$ cat config.mk
export PLATFORM = sky130hd
export DESIGN_NAME = oscillator_trim_search
export DESIGN_NICKNAME = d
export VERILOG_FILES = /design/src/rtl/ots_pkg.sv /design/src/rtl/ots_cfg.sv /design/src/rtl/ots_core.sv /design/src/rtl/ots_outq.sv /design/src/rtl/oscillator_trim_search.sv
export SDC_FILE = /design/constraint.sdc
export NUM_CORES = 1
export LEC_CHECK = 0
export BUFFER_PORTS_ARGS = -buffer_cell sky130_fd_sc_hd__buf_2
export CORE_AREA = 2 2 165 135
export DETAILED_ROUTE_END_ITERATION = 8
export DIE_AREA = 0 0 167 137
export GPL_ROUTABILITY_DRIVEN = 0
export PLACE_DENSITY_LB_ADDON = 0.2
export SYNTH_ARGS = -nofsm -noshare
export SYNTH_HDL_FRONTEND = slang
export SYNTH_SLANG_ARGS = --single-unit
$ cat constraint.sdc
create_clock -name clk -period 10.42 [get_ports clk]
set_input_delay 1.563 -clock clk [delete_from_list [all_inputs] [get_ports clk]]
set_output_delay 1.563 -clock clk [all_outputs]
set_load 0.01 [all_outputs]
$ cat src/rtl/ots_pkg.sv
// ----------------------------------------------------------------------------
// Oscillator trim search package
// Widths, codes and word types shared by the trim search modules.
// ----------------------------------------------------------------------------
package ots_pkg;

	localparam int TRIM_WIDTH      = 8;
	localparam int COUNT_WIDTH     = 20;
	localparam int TARGET_WIDTH    = COUNT_WIDTH + 1;
	localparam int CFG_INDEX_WIDTH = 1;

	localparam logic [TRIM_WIDTH-1:0] TRIM_MAX = {TRIM_WIDTH{1'b1}};

	localparam logic [TARGET_WIDTH-1:0] TARGET_RESET = TARGET_WIDTH'(895);
	localparam logic [TRIM_WIDTH-1:0]   TRIM_RESET   = TRIM_WIDTH'(128);

	typedef enum logic {
		CMD_START   = 1'b0,
		CMD_MEASURE = 1'b1
	} cmd_t;

	typedef enum logic [CFG_INDEX_WIDTH-1:0] {
		REG_TARGET_COUNT = 1'b0,
		REG_INITIAL_TRIM = 1'b1
	} reg_index_t;

	typedef struct packed {
		logic                   cmd;
		logic [COUNT_WIDTH-1:0] measured_count;
	} cmd_word_t;

	typedef struct packed {
		logic [TRIM_WIDTH-1:0] trim_value;
		logic                  search_done;
		logic                  run_again;
	} res_word_t;

	typedef struct packed {
		logic [TARGET_WIDTH-1:0] target_count;
		logic [TRIM_WIDTH-1:0]   initial_trim;
	} cfg_regs_t;

endpackage

$ cat src/rtl/ots_cfg.sv
// ----------------------------------------------------------------------------
// Oscillator trim search configuration registers
// Holds the target count and the initial trim written over the config port.
// ----------------------------------------------------------------------------
module ots_cfg (
	input  logic                                 clk,
	input  logic                                 arst_n,
	input  logic                                 cfg_valid,
	output logic                                 cfg_ready,
	input  logic [ots_pkg::CFG_INDEX_WIDTH-1:0]  cfg_index,
	input  logic [ots_pkg::TARGET_WIDTH-1:0]     cfg_data,
	output ots_pkg::cfg_regs_t                   cfg_regs
);

	ots_pkg::cfg_regs_t regs_q;

	assign cfg_ready = 1'b1;
	assign cfg_regs  = regs_q;

	always_ff @(posedge clk or negedge arst_n) begin
		if (!arst_n) begin
			regs_q.target_count <= ots_pkg::TARGET_RESET;
			regs_q.initial_trim <= ots_pkg::TRIM_RESET;
		end else if (cfg_valid && cfg_ready) begin
			case (ots_pkg::reg_index_t'(cfg_index))
				ots_pkg::REG_TARGET_COUNT: regs_q.target_count <= cfg_data;
				ots_pkg::REG_INITIAL_TRIM:
					regs_q.initial_trim <= cfg_data[ots_pkg::TRIM_WIDTH-1:0];
				default: ;
			endcase
		end
	end

endmodule

$ cat src/rtl/ots_core.sv
// ----------------------------------------------------------------------------
// Oscillator trim search core
// Input register, search state and the compare-and-update step for one word.
// ----------------------------------------------------------------------------
module ots_core (
	input  logic                   clk,
	input  logic                   arst_n,
	input  logic                   cmd_valid,
	output logic                   cmd_stall,
	input  ots_pkg::cmd_word_t     cmd_word,
	input  ots_pkg::cfg_regs_t     cfg_regs,
	input  logic                   q_full,
	output logic                   push,
	output ots_pkg::res_word_t     push_word
);

	localparam int TW = ots_pkg::TARGET_WIDTH;
	localparam int CW = ots_pkg::COUNT_WIDTH;

	logic                               v_s1;
	ots_pkg::cmd_word_t                 word_s1;

	logic [ots_pkg::TRIM_WIDTH-1:0]     trim_q;
	logic [ots_pkg::TRIM_WIDTH-1:0]     saved_trim_q;
	logic [CW-1:0]                      saved_count_q;
	logic                               was_below_q;
	logic                               was_above_q;
	logic                               done_q;

	logic [ots_pkg::TRIM_WIDTH-1:0]     trim_d;
	logic [ots_pkg::TRIM_WIDTH-1:0]     saved_trim_d;
	logic [CW-1:0]                      saved_count_d;
	logic                               was_below_d;
	logic                               was_above_d;
	logic                               done_d;

	logic [TW-1:0]                      cnt_ext;
	logic [TW-1:0]                      tgt;
	logic                               is_below;
	logic                               is_above;
	logic [TW-1:0]                      err_lo;
	logic [TW-1:0]                      err_hi;
	logic [TW:0]                        saved_minus_tgt;
	logic [TW:0]                        tgt_minus_saved;
	logic                               keep_saved_lo;
	logic                               keep_saved_hi;
	logic                               accept;

	assign accept    = cmd_valid && !cmd_stall;
	assign cmd_stall = v_s1 && q_full;
	assign push      = v_s1 && !q_full;

	assign cnt_ext  = {1'b0, word_s1.measured_count};
	assign tgt      = cfg_regs.target_count;
	assign is_below = cnt_ext < tgt;
	assign is_above = cnt_ext > tgt;
	assign err_lo   = tgt - cnt_ext;
	assign err_hi   = cnt_ext - tgt;

	// A negative distance to the saved count never wins the comparison.
	assign saved_minus_tgt = {2'b00, saved_count_q} - {1'b0, tgt};
	assign tgt_minus_saved = {1'b0, tgt} - {2'b00, saved_count_q};
	assign keep_saved_lo   = !saved_minus_tgt[TW] && (err_lo > saved_minus_tgt[TW-1:0]);
	assign keep_saved_hi   = !tgt_minus_saved[TW] && (err_hi > tgt_minus_saved[TW-1:0]);

	always_comb begin
		trim_d        = trim_q;
		saved_trim_d  = saved_trim_q;
		saved_count_d = saved_count_q;
		was_below_d   = was_below_q;
		was_above_d   = was_above_q;
		done_d        = done_q;
		if (word_s1.cmd == ots_pkg::CMD_START) begin
			trim_d        = cfg_regs.initial_trim;
			done_d        = 1'b0;
			was_below_d   = 1'b0;
			was_above_d   = 1'b0;
			saved_count_d = '0;
		end else if (!done_q) begin
			if (is_below) begin
				if (was_above_q) begin
					if (keep_saved_lo) begin
						trim_d = saved_trim_q;
					end
					done_d = 1'b1;
				end else if (err_lo == TW'(1)) begin
					done_d = 1'b1;
				end else begin
					saved_trim_d = trim_q;
					if (trim_q != ots_pkg::TRIM_MAX) begin
						trim_d = trim_q + 1'b1;
					end
					was_below_d   = 1'b1;
					saved_count_d = word_s1.measured_count;
				end
			end else if (is_above) begin
				if (was_below_q) begin
					if (keep_saved_hi) begin
						trim_d = saved_trim_q;
					end
					done_d = 1'b1;
				end else if (err_hi == TW'(1)) begin
					done_d = 1'b1;
				end else begin
					saved_trim_d = trim_q;
					if (trim_q != '0) begin
						trim_d = trim_q - 1'b1;
					end
					was_above_d   = 1'b1;
					saved_count_d = word_s1.measured_count;
				end
			end else begin
				done_d = 1'b1;
			end
		end
	end

	assign push_word.trim_value  = trim_d;
	assign push_word.search_done = done_d;
	assign push_word.run_again   = !done_d;

	always_ff @(posedge clk or negedge arst_n) begin
		if (!arst_n) begin
			v_s1 <= 1'b0;
		end else if (accept) begin
			v_s1 <= 1'b1;
		end else if (push) begin
			v_s1 <= 1'b0;
		end
	end

	always_ff @(posedge clk) begin
		if (accept) begin
			word_s1 <= cmd_word;
		end
	end

	always_ff @(posedge clk or negedge arst_n) begin
		if (!arst_n) begin
			trim_q        <= '0;
			saved_trim_q  <= '0;
			saved_count_q <= '0;
			was_below_q   <= 1'b0;
			was_above_q   <= 1'b0;
			done_q        <= 1'b1;
		end else if (push) begin
			trim_q        <= trim_d;
			saved_trim_q  <= saved_trim_d;
			saved_count_q <= saved_count_d;
			was_below_q   <= was_below_d;
			was_above_q   <= was_above_d;
			done_q        <= done_d;
		end
	end

endmodule

$ cat src/rtl/ots_outq.sv
// ----------------------------------------------------------------------------
// Oscillator trim search result queue
// Two-entry result buffer that keeps the input side running during a stall.
// ----------------------------------------------------------------------------
module ots_outq (
	input  logic                clk,
	input  logic                arst_n,
	input  logic                push,
	input  ots_pkg::res_word_t  push_word,
	output logic                q_full,
	output logic                res_valid,
	input  logic                res_stall,
	output ots_pkg::res_word_t  res_word
);

	ots_pkg::res_word_t entry_q [2];
	logic               wr_ptr_q;
	logic               rd_ptr_q;
	logic [1:0]         count_q;
	logic               pop;

	assign res_valid = count_q != 2'd0;
	assign q_full    = count_q[1];
	assign pop       = res_valid && !res_stall;
	assign res_word  = entry_q[rd_ptr_q];

	always_ff @(posedge clk or negedge arst_n) begin
		if (!arst_n) begin
			wr_ptr_q <= 1'b0;
			rd_ptr_q <= 1'b0;
			count_q  <= 2'd0;
		end else begin
			if (push) begin
				wr_ptr_q <= !wr_ptr_q;
			end
			if (pop) begin
				rd_ptr_q <= !rd_ptr_q;
			end
			case ({push, pop})
				2'b10:   count_q <= count_q + 2'd1;
				2'b01:   count_q <= count_q - 2'd1;
				default: count_q <= count_q;
			endcase
		end
	end

	always_ff @(posedge clk) begin
		if (push) begin
			entry_q[wr_ptr_q] <= push_word;
		end
	end

endmodule

$ cat src/rtl/oscillator_trim_search.sv
// ----------------------------------------------------------------------------
// Oscillator trim search
// Linear auto-trim search for an RC oscillator, one result word per command.
// ----------------------------------------------------------------------------
// A command word either starts a search (the trim loads from initial_trim) or
// delivers the count of one measurement window. Each command word yields one
// result word with the trim to apply, search_done and run_again.
// Command and result channels use valid and stall; a word moves at a clock
// edge with valid high and stall low. The config channel uses valid and ready
// and is always ready; it must be written by the user only while no command
// is in flight, as the block does not enforce this. A command word passes
// from the input register through the single compare-and-update step into
// the result queue, at one word per cycle while the queue is not full.
// A two-entry result queue absorbs receiver stalls; cmd_stall rises only
// when the queue is full and a word waits in the input register.
// Reset clears the queue, loads the config defaults and leaves the search
// done, so counts before the first start word repeat the idle state.
// ----------------------------------------------------------------------------
module oscillator_trim_search (
	input  logic                                 clk,
	input  logic                                 arst_n,
	input  logic                                 cmd_valid,
	output logic                                 cmd_stall,
	input  ots_pkg::cmd_word_t                   cmd_word,
	output logic                                 res_valid,
	input  logic                                 res_stall,
	output ots_pkg::res_word_t                   res_word,
	input  logic                                 cfg_valid,
	output logic                                 cfg_ready,
	input  logic [ots_pkg::CFG_INDEX_WIDTH-1:0]  cfg_index,
	input  logic [ots_pkg::TARGET_WIDTH-1:0]     cfg_data
);

	ots_pkg::cfg_regs_t cfg_regs;
	ots_pkg::res_word_t push_word;
	logic               push;
	logic               q_full;

	ots_cfg u_cfg (
		.clk       (clk),
		.arst_n    (arst_n),
		.cfg_valid (cfg_valid),
		.cfg_ready (cfg_ready),
		.cfg_index (cfg_index),
		.cfg_data  (cfg_data),
		.cfg_regs  (cfg_regs)
	);

	ots_core u_core (
		.clk       (clk),
		.arst_n    (arst_n),
		.cmd_valid (cmd_valid),
		.cmd_stall (cmd_stall),
		.cmd_word  (cmd_word),
		.cfg_regs  (cfg_regs),
		.q_full    (q_full),
		.push      (push),
		.push_word (push_word)
	);

	ots_outq u_outq (
		.clk       (clk),
		.arst_n    (arst_n),
		.push      (push),
		.push_word (push_word),
		.q_full    (q_full),
		.res_valid (res_valid),
		.res_stall (res_stall),
		.res_word  (res_word)
	);

endmodule

Yosys cells after proc, flatten, opt, wreduce, memory -nomap -nowiden --
Memory sizes are Yosys's and may differ from the RTL's. Index checks and enable logic that the tools add are counted.
Word-level totals: bits in registers 94, input bits 48, ROM bits 0, memories 1, word-level logic and storage cells 126, output and inout port bits 13, RAM bits 20, latch bits 0
Memories:
- u_outq.entry_q | words 2, bits a word 10, rd ports 1, clocked after Yosys merged registers in 0, wr ports 1, line ots_outq.sv:16 | ots_pkg::res_word_t entry_q [2];
Operators by class: equal/unequal tests 22, div/mod/pow operators 0, bitwise logic cells 2, multipliers 0, mux-type cells 50, shifts and indexed selects 0, magnitude comparators 4, reduce and logical (&&, ||, !) cells 25, add/sub/neg operators 8
Operators by type and width (number):
- $mux 20 | 8
- $mux 8 | 18
- $eq 21x1->1 const B | 2
- $gt 21x21->1 | 2
- $mux 1 | 23
- $ne 2x2->1 const B | 11
- $sub 20x21->22 | 1
- $sub 21x20->22 | 1
- $gt 20x21->1 | 1
- $lt 20x21->1 | 1
- $sub 20x21->21 | 1
- $sub 21x20->21 | 1
- $ne 3x3->1 const B | 5
- $add 8x1->8 const B | 1
- $logic_not 1->1 | 8
- $ne 8x8->1 const B | 1
- $reduce_and 8->1 | 1
- $reduce_bool 2->1 | 4
- $reduce_bool 8->1 | 1
- $sub 8x1->8 const B | 1
- $reduce_and 7->1 | 1
- $logic_and 1x1->1 | 6
- $reduce_and 6->1 | 1
- $reduce_and 5->1 | 1
- other kinds (8) | 10

Logic depth before layout (Yosys ltp) --
depth in word-level cells 9, depth in mapped cells 28, mapped depth without buffers 28

Hierarchy --
From an unflattened synthesis, not the netlist that was laid out.
Second synthesis, totals: cell total of the unflattened synthesis 1212, area total of the unflattened synthesis 10831.6 um2
By module, submodules not included:
- ots_core | area an instance 8713.4 um2, cells an instance 1101, instances 1, seq. area each 1632.8 um2
- ots_cfg | area an instance 1201.2 um2, cells an instance 64, instances 1, seq. area each 738.2 um2
- ots_outq | area an instance 917.1 um2, cells an instance 47, instances 1, seq. area each 700.7 um2

Worst setup path after synthesis --
No wires, ideal clock.
kind register to register, start reg u_cfg.regs_q, in the netlist u_cfg.cfg_regs[9], end mem u_outq.entry_q[0][2] in the netlist's numbering (data pin), path buffers 0, data required time 10.144 ns, path slack 5.148 ns, setup time 0.276 ns, period minus slack after synthesis 5.272 ns, data arrival time 4.996 ns, stages on the path, launching flop included 24, cell sequence dfstp_2 -> inv_1 -> fa_1 -> a21o_1 -> a21oi_1 -> o21bai_1 -> a21oi_1 -> o21bai_1 -> a21oi_1 -> nor2b_1 -> o31ai_1 -> a31oi_1 -> a221o_1 -> a21oi_1 -> xnor2_1 -> ha_1 -> nand4_1 -> nor2_1 -> a211oi_1 -> a311oi_2 -> mux2i_1 -> o21ai_0 -> a211oi_1 -> o22ai_1
RTL lines:
- start, declared | line ots_cfg.sv:15 | ots_pkg::cfg_regs_t regs_q;
- end, declared | line ots_outq.sv:16

==> summary.md <==
| Metric | Value |
|---|---|
| Syn_area_per_cell | 8.84 um^2 |
| Synthesis-stage register bit count | 114 |
| Post-DP HPWL | 23900 um |
| Mux cell area share after synthesis | 4.49% |
| Post-DRT Antenna Nets | 0 |
| Core ar. | 0.0212 mm^2 |
| Clock sink total | 114 |
| Max Freq | 155 MHz |
| Ports | 61 |
| Unrepaired setup endpoints after global routing | no |
| Layout cell share with drive strength beyond 1 | 12.7% |
| GRT Total Usage | 27.7% |
| Mapped Nets | 1356 |
| Routed wire length | 31400 um |
| Area Growth Syn to Fin | 9.28% |
| CTS hold repair buffers | 0 |
| Worst-path clk slew | 70 ps |
| Worst Setup Slack, final | 3980 ps |
| Total die area | 0.0229 mm^2 |
| Largest family of logic cells by synthesized area | compound AO/OA/AOI/OAI gates |
| DR vias | 9192 |
| GR Overflow Total | 0 |
| Min Hold Slack | 500 ps |
| Worst-margin pin slew | 1100 ps |
| Final setup fails | 0 |
| Ant diodes | 0 |
| Largest net degree at the start of global routing | 65 |
| Die W | 167 um |
| IO buf count | 59 |
| Leak Pwr | 5.06 nW |
| Max-slew violation count | 0 |
| Initial antenna violation count | 0 |
| Synth cell types | 84 |
| Via count of the first global-routing pass | 8799 |
| Crit path launch type | flop |
| MaxCap Viol Count | 0 |
| Longest Clk Path Bufs | 2 |
| Power per cell area | 335 mW/mm^2 |
| Post-synth EDFFs | 41 |
| Final hold violation count | 0 |
| Post-synthesis xor/xnor area fraction | 6.55% |
| Compound-Gate Fraction of Synth Area | 23.8% |
| Asr flop ratio synth | 64.0% |
| Initial Util | 49.2% |
| Non-Filler Instances | 1485 |
| Die height | 137 um |
| Post-synthesis sequential area ratio | 29.5% |
| DRT Pass-1 Iters | 5 |
| Final instance area | 0.0114 mm^2 |
| Inst Count DP | 1453 |
| Routed wire length per instance | 21.1 um |
| Wl on met1 | 14600 um |
| Critical path arrival | 6580 ps |
| Area share of the largest cell type after synthesis | 15.0% |
| Critical Path Sink Type | flop |
| CTS tree | built |
| Status | completed |
| Critical path class | flop to flop |
| Gate Count Post-Synth | 1179 |
| Minimum clock period | 6440 ps |
| DR top layer | met4 |
| Fin Clk Skew | 17.8 ps |
| Area leader, netlist | ha_1 |
| Pwr Total | 3.81 mW |
| Met3 wire length | 2880 um |
| Placement Cell Area | 0.0108 mm^2 |
| Via density | 6.19 |
| Mapped Area | 0.0104 mm^2 |
| Nets | 1374 |
| Max H-tree Level | 4 |
| Required time worst endpoint | 10560 ps |
| Relative slew slack | 26.4% |
| Simple-gate share of the synthesized area | 13.5% |
| Yosys Warn Count | 0 |
| Pre-CTS WS | 4240 ps |
| Ys flop type | dfrtp_1 |
| Final worst path period share | 61.8% |
| Total CTS buffers | 17 |
| Crit-path max FO | 10 |
| Final core occ | 53.7% |
| Maximum VDD drop | 0.183 mV |
| Clock Latency Late Sink | 440 ps |
| Iter 0 DRT Violations | 927 |
| Post CTS Setup Buffer Count | 0 |
| Standard-cell rows | 48 |
| Synth area leaders | ha_1 (15%), dfrtp_1 (15%), edfxtp_1 (12%) |
| Post-synthesis adder-cell area fraction | 15.8% |
| Worst min path class | flop to flop |
| Cts repair resizes | 0 |
| Setup TNS | 0 ps |
| Routed wl met2 | 13200 um |
| Clk root buf | clkbuf_16 |
| First-pass GRT wire length | 49300 um |
| Detailed-route DRC error count | 0 |
==> cells by family after synthesis <==
| kind of cell | count (synthesis) |
|---|---|
| and+or+nand+nor | 281 |
| DFF | 114 |
| muxes | 43 |
| other | 1 |
| AOI/OAI and AO/OA | 371 |
| xor gates and xnor gates | 78 |
| adders and majority gates | 129 |
| buffers and inverters | 162 |
==> flip-flops by register name (all words and copies together), names as in the netlist, 2 cells and up <==
register              cells
u_cfg.cfg_regs           29
u_core.cnt_ext           20
u_core.saved_count_q     20
u_core.saved_trim_q       8
u_core.trim_q             8
u_outq.count_q            2
u_outq.entry_q           20
==> power by group <==
part	switching, mW	total, mW	internal (mW)
Combinational	1.42	2.42	0.997
Sequential	0.167	0.793	0.627
Clock	0.261	0.600	0.339
==> cells in the final DEF (no fill, tap or decap), types with 16 or more instances in the layout <==
master,netlist,routed
ha_1,125,125
a21oi_1,99,99
inv_1,98,98
nand2_1,79,79
o21ai_0,76,76
nor2_1,69,69
dfrtp_1,62,62
buf_2,13,58
xnor2_1,50,50
edfxtp_1,41,41
a21o_1,38,38
xor2_1,28,28
mux2_2,28,28
a31oi_1,20,20
a22o_1,20,20
a211oi_1,17,17
o21a_1,17,17
clkbuf_16,0,17
nand3_1,16,16
nand4_1,16,16
==> area by class of cell <==
| type | instances | area, um^2 |
|---|---|---|
| fill | 1991 | 9810 |
| multi-input combinational | 903 | 6700 |
| sequential | 114 | 3070 |
| clock buffer | 17 | 425 |
| inverter | 98 | 368 |
| tap | 275 | 344 |
| timing repair buffer | 63 | 328 |
| clock inverter | 15 | 160 |
==> critical path, stage by stage, from the launching register on <==
cell and delay (ps):
dfstp_2 580, inv_1 160, fa_1 490, a21o_1 180, a21oi_1 220, o21bai_1 110
a21oi_1 250, o21bai_1 100, a21oi_1 240, nor2b_1 100, o21a_1 180, nor2_1 330
xnor2_1 110, ha_1 300, and3_1 180, and3_1 250, o21ai_0 110, a31oi_1 210
a211o_1 150, a211oi_1 80, a311oi_2 890, mux2i_1 270, nor2_1 50, a221oi_1 390
o22ai_1 210
==> layer usage <==
metal | vias to the layer above | track usage [%]
li1 | 4298 | -
met1 | 4385 | 39.9
met5 | - | 0
met4 | 0 | 9.00
met2 | 455 | 41.3
met3 | 54 | 5.81
==> worst paths after layout <==
check,startpoint,to,slack [ps],cells after the start
max,u_cfg.cfg_regs[9]$_DFFE_PN1P_,u_outq.entry_q[1][3]$_DFFE_PP_,3980,24
max reg2reg,u_cfg.cfg_regs[9]$_DFFE_PN1P_,u_outq.entry_q[1][3]$_DFFE_PP_,3980,24
min in group asynchronous,arst_n,u_core.saved_count_q[1]$_DFFE_PN0P_,960,1
min reg2reg,u_outq.wr_ptr_q$_DFFE_PN0P_,u_outq.wr_ptr_q$_DFFE_PN0P_,500,1
max in group asynchronous,arst_n,u_cfg.cfg_regs[15]$_DFFE_PN0P_,8330,2
min,u_outq.wr_ptr_q$_DFFE_PN0P_,u_outq.wr_ptr_q$_DFFE_PN0P_,500,1
==> cells in the mapped netlist, types with 13 or more instances <==
master    count
a211oi_1     17
a21o_1       38
o21a_1       17
a22o_1       20
o21ai_0      76
ha_1        125
nand4_1      16
nor2b_1      13
a31oi_1      20
nor3_1       13
nand2_1      79
buf_2        13
nand3_1      16
clkbuf_1     42
a21oi_1      99
mux2i_1      13
xor2_1       28
edfxtp_1     41
nor2_1       69
inv_1        98
dfrtp_1      62
mux2_2       28
xnor2_1      50
Power figures use the tool's default switching activity.
